## src/rtl/vcla_pkg.sv

```systemverilog
// ----------------------------------------------------------------------------
// vcla_pkg
// Types, widths and constants shared by the Laplacian assembly modules.
// ----------------------------------------------------------------------------
package vcla_pkg;

  localparam int MAX_COLS_DEF = 64;
  localparam int MAX_ROWS_DEF = 64;

  localparam int SAMPLE_W   = 16;
  localparam int SUM_W      = SAMPLE_W + 1;
  localparam int INV_W      = 24;
  localparam int WT_W       = SUM_W + INV_W;
  localparam int PAIR_W     = WT_W + 1;
  localparam int DIAG_W     = WT_W + 2;
  localparam int VAL_W      = 48;
  localparam int ID_W       = 12;
  localparam int DIM_W      = 7;
  localparam int CFG_IDX_W  = 2;
  localparam int CFG_DATA_W = 24;
  localparam int S_DATA_W   = 16;
  localparam int M_DATA_W   = 2 * ID_W + VAL_W;
  localparam int M_USER_W   = 1;

  localparam logic [DIM_W-1:0] CFG_COLS_RST = 7'd64;
  localparam logic [DIM_W-1:0] CFG_ROWS_RST = 7'd64;
  localparam logic [INV_W-1:0] CFG_INV_RST  = 24'd1081600;

  typedef enum logic [CFG_IDX_W-1:0] {
    REG_COLS   = 2'd0,
    REG_ROWS   = 2'd1,
    REG_INV_H2 = 2'd2
  } vcla_cfg_reg_t;

  // Which off-diagonal neighbors of a cell lie inside the grid.
  typedef struct packed {
    logic left;
    logic right;
    logic up;
    logic down;
  } vcla_nbr_t;

  typedef struct packed {
    logic [ID_W-1:0] id;
    vcla_nbr_t       nbr;
    logic            grid_end;
  } vcla_tag_t;

  // Sums of the cell coefficient with each neighbor (Q8.9 averages).
  typedef struct packed {
    logic [SUM_W-1:0] l;
    logic [SUM_W-1:0] r;
    logic [SUM_W-1:0] u;
    logic [SUM_W-1:0] d;
  } vcla_sums_t;

  typedef struct packed {
    vcla_tag_t  tag;
    vcla_sums_t sums;
  } vcla_job_t;

endpackage

```

## src/rtl/vcla_engine.sv

```systemverilog
// ----------------------------------------------------------------------------
// vcla_engine
// Weight pipeline and entry sequencer: multiplies the four coefficient sums by
// 1/h^2, forms the diagonal, and issues one matrix entry per cycle into the
// output register while that register is free.
// ----------------------------------------------------------------------------
module vcla_engine (
  input  logic                            clk,
  input  logic                            rst,
  input  logic [vcla_pkg::INV_W-1:0]      inv_h2,
  input  logic [vcla_pkg::ID_W-1:0]       cols_id,
  input  logic                            job_valid,
  output logic                            job_ready,
  input  vcla_pkg::vcla_job_t             job,
  output logic                            m_tvalid,
  input  logic                            m_tready,
  output logic [vcla_pkg::M_DATA_W-1:0]   m_tdata,
  output logic                            m_tlast,
  output logic [vcla_pkg::M_USER_W-1:0]   m_tuser
);

  import vcla_pkg::*;

  // Multiply stage
  logic              s1_valid;
  logic              s1_ready;
  vcla_tag_t         s1_tag;
  logic [WT_W-1:0]   s1_wl, s1_wr, s1_wu, s1_wd;

  // Pair-sum stage
  logic              s2_valid;
  logic              s2_ready;
  vcla_tag_t         s2_tag;
  logic [WT_W-1:0]   s2_wl, s2_wr, s2_wu, s2_wd;
  logic [PAIR_W-1:0] s2_p0, s2_p1;

  // Entry sequencer
  logic              e_valid;
  logic              e_ready;
  vcla_tag_t         e_tag;
  vcla_nbr_t         e_pend;
  vcla_nbr_t         pend_next;
  logic [WT_W-1:0]   e_wl, e_wr, e_wu, e_wd;
  logic [DIAG_W-1:0] e_diag;
  logic              e_last;
  logic              out_free;
  logic              emit;

  logic [ID_W-1:0]   sel_col;
  logic [VAL_W-1:0]  sel_val;

  assign s1_ready  = !s1_valid || s2_ready;
  assign s2_ready  = !s2_valid || e_ready;
  assign job_ready = s1_ready;

  assign out_free = !m_tvalid || m_tready;
  assign e_last   = (e_pend == '0);
  assign emit     = e_valid && out_free;
  assign e_ready  = !e_valid || (out_free && e_last);

  always_ff @(posedge clk) begin
    if (rst) begin
      s1_valid <= 1'b0;
      s2_valid <= 1'b0;
      e_valid  <= 1'b0;
      m_tvalid <= 1'b0;
    end else begin
      if (s1_ready) begin
        s1_valid <= job_valid;
      end
      if (s2_ready) begin
        s2_valid <= s1_valid;
      end
      if (e_ready) begin
        e_valid <= s2_valid;
      end
      if (emit) begin
        m_tvalid <= 1'b1;
      end else if (m_tready) begin
        m_tvalid <= 1'b0;
      end
    end
  end

  always_ff @(posedge clk) begin
    if (s1_ready && job_valid) begin
      s1_tag <= job.tag;
      s1_wl  <= WT_W'(job.sums.l) * WT_W'(inv_h2);
      s1_wr  <= WT_W'(job.sums.r) * WT_W'(inv_h2);
      s1_wu  <= WT_W'(job.sums.u) * WT_W'(inv_h2);
      s1_wd  <= WT_W'(job.sums.d) * WT_W'(inv_h2);
    end
    if (s2_ready && s1_valid) begin
      s2_tag <= s1_tag;
      s2_wl  <= s1_wl;
      s2_wr  <= s1_wr;
      s2_wu  <= s1_wu;
      s2_wd  <= s1_wd;
      s2_p0  <= PAIR_W'(s1_wl) + PAIR_W'(s1_wr);
      s2_p1  <= PAIR_W'(s1_wu) + PAIR_W'(s1_wd);
    end
    if (e_ready && s2_valid) begin
      e_tag  <= s2_tag;
      e_pend <= s2_tag.nbr;
      e_wl   <= s2_wl;
      e_wr   <= s2_wr;
      e_wu   <= s2_wu;
      e_wd   <= s2_wd;
      e_diag <= DIAG_W'(s2_p0) + DIAG_W'(s2_p1);
    end else if (emit) begin
      e_pend <= pend_next;
    end
  end

  // Entries leave in the order left, right, up, down, then the diagonal.
  always_comb begin
    pend_next = e_pend;
    sel_col   = e_tag.id;
    sel_val   = VAL_W'(e_diag);
    if (e_pend.left) begin
      pend_next.left = 1'b0;
      sel_col        = e_tag.id - ID_W'(1);
      sel_val        = VAL_W'(0) - VAL_W'(e_wl);
    end else if (e_pend.right) begin
      pend_next.right = 1'b0;
      sel_col         = e_tag.id + ID_W'(1);
      sel_val         = VAL_W'(0) - VAL_W'(e_wr);
    end else if (e_pend.up) begin
      pend_next.up = 1'b0;
      sel_col      = e_tag.id - cols_id;
      sel_val      = VAL_W'(0) - VAL_W'(e_wu);
    end else if (e_pend.down) begin
      pend_next.down = 1'b0;
      sel_col        = e_tag.id + cols_id;
      sel_val        = VAL_W'(0) - VAL_W'(e_wd);
    end
  end

  always_ff @(posedge clk) begin
    if (emit) begin
      m_tdata    <= {sel_val, sel_col, e_tag.id};
      m_tlast    <= e_last;
      m_tuser[0] <= e_last && e_tag.grid_end;
    end
  end

endmodule

```

## config.mk

```make
export PLATFORM = sky130hd
export DESIGN_NAME = vcla_engine
export DESIGN_NICKNAME = d
export VERILOG_FILES = /design/src/rtl/vcla_pkg.sv /design/src/rtl/vcla_engine.sv
export SDC_FILE = /design/constraint.sdc
export NUM_CORES = 2
export LEC_CHECK = 0
export BUFFER_PORTS_ARGS = -buffer_cell sky130_fd_sc_hd__buf_2
export CAP_MARGIN = 20
export CORE_MARGIN = 10
export CORE_UTILIZATION = 65
export CTS_BUF_LIST = sky130_fd_sc_hd__clkbuf_8
export DETAILED_ROUTE_END_ITERATION = 10
export GPL_TIMING_DRIVEN = 0
export PLACE_DENSITY = 0.82
export SYNTH_ARGS = -nofsm -noshare
export SYNTH_HDL_FRONTEND = slang
export SYNTH_SLANG_ARGS = --single-unit
```

## constraint.sdc

```tcl
create_clock -name clk -period 62.4 [get_ports clk]
set_input_delay 12.48 -clock clk [delete_from_list [all_inputs] [get_ports clk]]
set_output_delay 12.48 -clock clk [all_outputs]
set_load 0.01 [all_outputs]
```

* Word-level counts from Yosys, hierarchy flattened
Index checks and enable logic that the tools add are counted.
** Cells by class
- Multiplexer cells :: 15
- Multiply operators :: 4
- Equal/unequal tests :: 3
- Add/subtract/negate cells :: 11
- Reductions and logical operators :: 20
** Operator list (count)
- $mux W48 :: 4
- $sub A1 B41 Y42 const A :: 4
- $mul A17 B24 Y41 :: 4
- $add A41 B41 Y42 :: 2
- $mux W12 :: 4
- $add A42 B42 Y43 :: 1
- $add A12 B1 Y12 const B :: 1
- $add A12 B12 Y12 :: 1
- $sub A12 B1 Y12 const B :: 1
- $sub A12 B12 Y12 :: 1
- $mux W4 :: 2
- $logic_and A1 B1 Y1 :: 6
- $ne A2 B1 Y1 const B :: 3
- $logic_not A1 Y1 :: 4
- $logic_not A4 Y1 :: 1
- $logic_or A1 B1 Y1 :: 4
- $reduce_and A4 Y1 :: 1
- $reduce_bool A2 Y1 :: 2
- $mux W1 :: 3
- $mux W3 :: 1
- $reduce_and A3 Y1 :: 1
- $mux W2 :: 1
- $reduce_and A2 Y1 :: 1
** Storage, ports and cells
- Output and inout bits :: 76
- Bits of input ports :: 125
- Logic and storage cells :: 93
- Flip-flop bits (word level) :: 748

* Longest topological paths before layout
- Depth in word-level cells :: 7
- Mapped depth :: 27
- Gate-level depth less buffers :: 24

* Worst setup path before layout
No wires, ideal clock.
- Kind :: input -> register
- From :: input port m_tready
- To :: register s2_p0[0], enable pin
- Required time :: 61.105 ns
- Stages :: 3
- Buffers on the path :: 0
- Data arrival time :: 31.812 ns
- Setup time :: 1.295 ns
- Path slack :: 29.293 ns
- Path through :: nand2b_1 -> a21oi_1 -> a21boi_0
** On the way
- Word-level cells in the longest chain between the ends :: 5
** RTL lines
- start, declared :: RTL line vcla_engine.sv:16 : input logic m_tready,
- $logic_or A1 B1 Y1 :: RTL line vcla_engine.sv:56 : assign out_free = !m_tvalid || m_tready;
- $logic_and A1 B1 Y1 :: RTL line vcla_engine.sv:59 : assign e_ready = !e_valid || (out_free && e_last);
- $logic_or A1 B1 Y1 :: RTL line vcla_engine.sv:59
- $logic_or A1 B1 Y1 :: RTL line vcla_engine.sv:53 : assign s2_ready = !s2_valid || e_ready;
- $logic_and A1 B1 Y1 :: RTL line vcla_engine.sv:93 : if (s2_ready && s1_valid) begin
- end signal, assigned :: RTL line vcla_engine.sv:99 : s2_p0 <= PAIR_W'(s1_wl) + PAIR_W'(s1_wr);
- end, declared :: RTL line vcla_engine.sv:35 : logic [PAIR_W-1:0] s2_p0, s2_p1;
Every way passes these cells.
A chain may end at the register's enable or synchronous reset.

* Worst setup path in the final report
- From :: input port m_tready
- To :: output port job_ready
** On the way
- Word-level cells in the longest chain between the ends :: 5
** RTL lines
- $logic_or A1 B1 Y1 :: RTL line vcla_engine.sv:56
- $logic_and A1 B1 Y1 :: RTL line vcla_engine.sv:59
- $logic_or A1 B1 Y1 :: RTL line vcla_engine.sv:59
- $logic_or A1 B1 Y1 :: RTL line vcla_engine.sv:53
- $logic_or A1 B1 Y1 :: RTL line vcla_engine.sv:52 : assign s1_ready = !s1_valid || s2_ready;
- end, declared :: RTL line vcla_engine.sv:13 : output logic job_ready,
Every way passes these cells.

==> impl_metrics.env <==
export IMPL_ys_seq_area_frac=0.256
export IMPL_async_flop_share=0
export IMPL_grt_ovfl_total=0
export IMPL_cts_setup_buffers=0
export IMPL_cts_root_buf="clkbuf_8"
export IMPL_min_period_over_period=0.423
export IMPL_hold_violations=0
export IMPL_slew_headroom=0.103
export IMPL_finalInstanceArea_um2=93500
export IMPL_insertion_delay_ps=790
export IMPL_finalSetupViolations=0
export IMPL_maxSlewViolCount=0
export IMPL_grtUsageTotal=0.411
export IMPL_critPathLaunchType="input pin"
export IMPL_drt_total_wl_um=304000
export IMPL_drt_iter0_drc=7040
export IMPL_synth_top_area_cell="fa_1"
export IMPL_grt_max_degree=124
export IMPL_dieArea_um2=149000
export IMPL_die_h_um=386
export IMPL_clockBufferDepth=3
export IMPL_status="finished clean"
export IMPL_wire_per_inst_um=27.6
export IMPL_drv_cap=0
export IMPL_cts_tree="done"
export IMPL_path_max_fanout=6
export IMPL_avgSynthCellArea_um2=9.92
export IMPL_clock_sinks=744
export IMPL_yosysUniqueCellTypes=87
export IMPL_reg2reg_slack_ps=57430
export IMPL_cts_inserted_buffers=94
export IMPL_ys_top_cells_by_area="fa_1, edfxtp_1, ha_1, inv_1, nand2_1"
export IMPL_synth_common_cells="inv_1, fa_1, nand2_1"
export IMPL_synthFlopType="edfxtp_1"
export IMPL_hold_class="reg -> reg"
export IMPL_critPathCaptureType="output port"
export IMPL_grt_antenna_before_repair=53
export IMPL_nets=11187
export IMPL_htreeDepth=3
export IMPL_gp_congestion=1.07
export IMPL_worst_endpoint_required_ps=49920
export IMPL_drt_pass1_iter_count=6
export IMPL_viasPerCell=6.08
export IMPL_yosys_warnings=0
export IMPL_finClkSkew_ps=49.2
export IMPL_multi_input_area_um2=56800
export IMPL_hpwl_um=249000
export IMPL_synth_edf_count=740
export IMPL_syn_inst=8782
export IMPL_grt_pass1_wl_um=442000
export IMPL_core_um2=133000
export IMPL_die_w_um=386
export IMPL_n_fill_cell=10166
export IMPL_start_util=0.653
export IMPL_syn_to_final_growth_pct=7.34
export IMPL_hold_buffers=0
export IMPL_drt_antenna_violating_nets=0
export IMPL_ioPinCount=201
export IMPL_max_freq_ghz=0.0379
export IMPL_clk_pin_slew_ps=80
export IMPL_arrival_ps=13930
export IMPL_post_route_util=0.701
export IMPL_syn_nets=10840
export IMPL_port_buffers=176
export IMPL_cts_resized_gates=0
export IMPL_rows=134
export IMPL_synth_most_common_cell="inv_1"
export IMPL_synth_seq_cells=744
export IMPL_finalSetupTns_ps=0
export IMPL_seqCellArea_um2=22300
export IMPL_fin_crit_ps=26410
export IMPL_path_class="in -> out"
export IMPL_grt_pass1_vias=68494
export IMPL_worstMarginPinSlew_ps=1350
export IMPL_synth_area_um2=87100
export IMPL_routed_via_count=66947
export IMPL_synth_top_area_frac=0.304
export IMPL_place_area_um2=91200
export IMPL_drc=0
export IMPL_rsz0062_at_grt="false"
export IMPL_drive_gt1_frac=0.0501
-- through the flow --
step / hold WS, ps / cells / setup slack, ps
after floorplan: 400 / 8782 / 29290
after global placement: 400 / 10726 / 21780
after detailed placement: 405 / 10779 / 36110
after CTS: 392 / 10952 / 36040
after global routing: 392 / 10980 / 35960
final: 393 / 11003 / 35990
-- area by class of cell --
cell class,count,share of cell area
diodes,29,0.000776
plain buffers,383,0.0156
clock buffers,95,0.0140
clock inverters,78,0.00732
inverters,1744,0.0701
multi-input cells,5911,0.608
flip-flops and latches,744,0.239
well taps,1768,0.0237
repair buffers,251,0.0222
-- per-layer routing --
| metal | GRT usage | share of wire |
|---|---|---|
| met1 | 0.486 | 0.34 |
| met2 | 0.626 | 0.44 |
| met3 | 0.147 | 0.13 |
| met4 | 0.283 | 0.088 |
| met5 | 0 | 0.0012 |
-- critical path, stage by stage --
cell      delay (ps)
buf_2            100
nand2b_1         180
a21oi_1          640
nand3_1          310
buf_2            230
-- worst paths after layout --
check        cells past startpoint  startpoint         to
max                              5    m_tready  job_ready
min reg2reg                      0   s2_wu[25]   e_wu[25]
min                              0   s2_wu[25]   e_wu[25]
max reg2reg                     13    s1_wl[0]  s2_p0[40]
-- layout by cell type (no fill, tap or decap), drive strengths merged, types with 36 or more instances in the layout --
cell type     n
inv        1766
fa         1321
nand2      1173
edfxtp      740
and2        657
ha          612
clkbuf      476
a21oi       310
buf         251
nor2        246
xnor2       242
o21ai       171
xor2        139
a21o        134
a211oi       94
nor3         94
nand3        64
nor2b        51
nand2b       47
o21a         46
or3          44
o21bai       40
clkinv       40
nor4         36
-- cells by family after synthesis --
| kind of cell | synth area share |
|---|---|
| mux | 0.00336 |
| simple gates | 0.144 |
| flops | 0.256 |
| compound gates | 0.0751 |
| fa+ha+maj | 0.392 |
| buf+inv | 0.0919 |
| xor+xnor | 0.0383 |
-- state kept, by name (all words and copies together), names as in the netlist, 4 cells and up --
signal / flops
e_diag: 43
e_pend: 4
e_tag: 13
e_wd: 41
e_wl: 41
e_wr: 41
e_wu: 41
m_tdata: 68
s1_tag: 17
s1_wd: 41
s1_wl: 41
s1_wr: 41
s1_wu: 41
s2_p0: 42
s2_p1: 42
s2_tag: 17
s2_wd: 41
s2_wl: 41
s2_wr: 41
s2_wu: 41
Power is not shown: default switching activity piles up to over one toggle a cycle in this logic, so the estimate is an artifact.
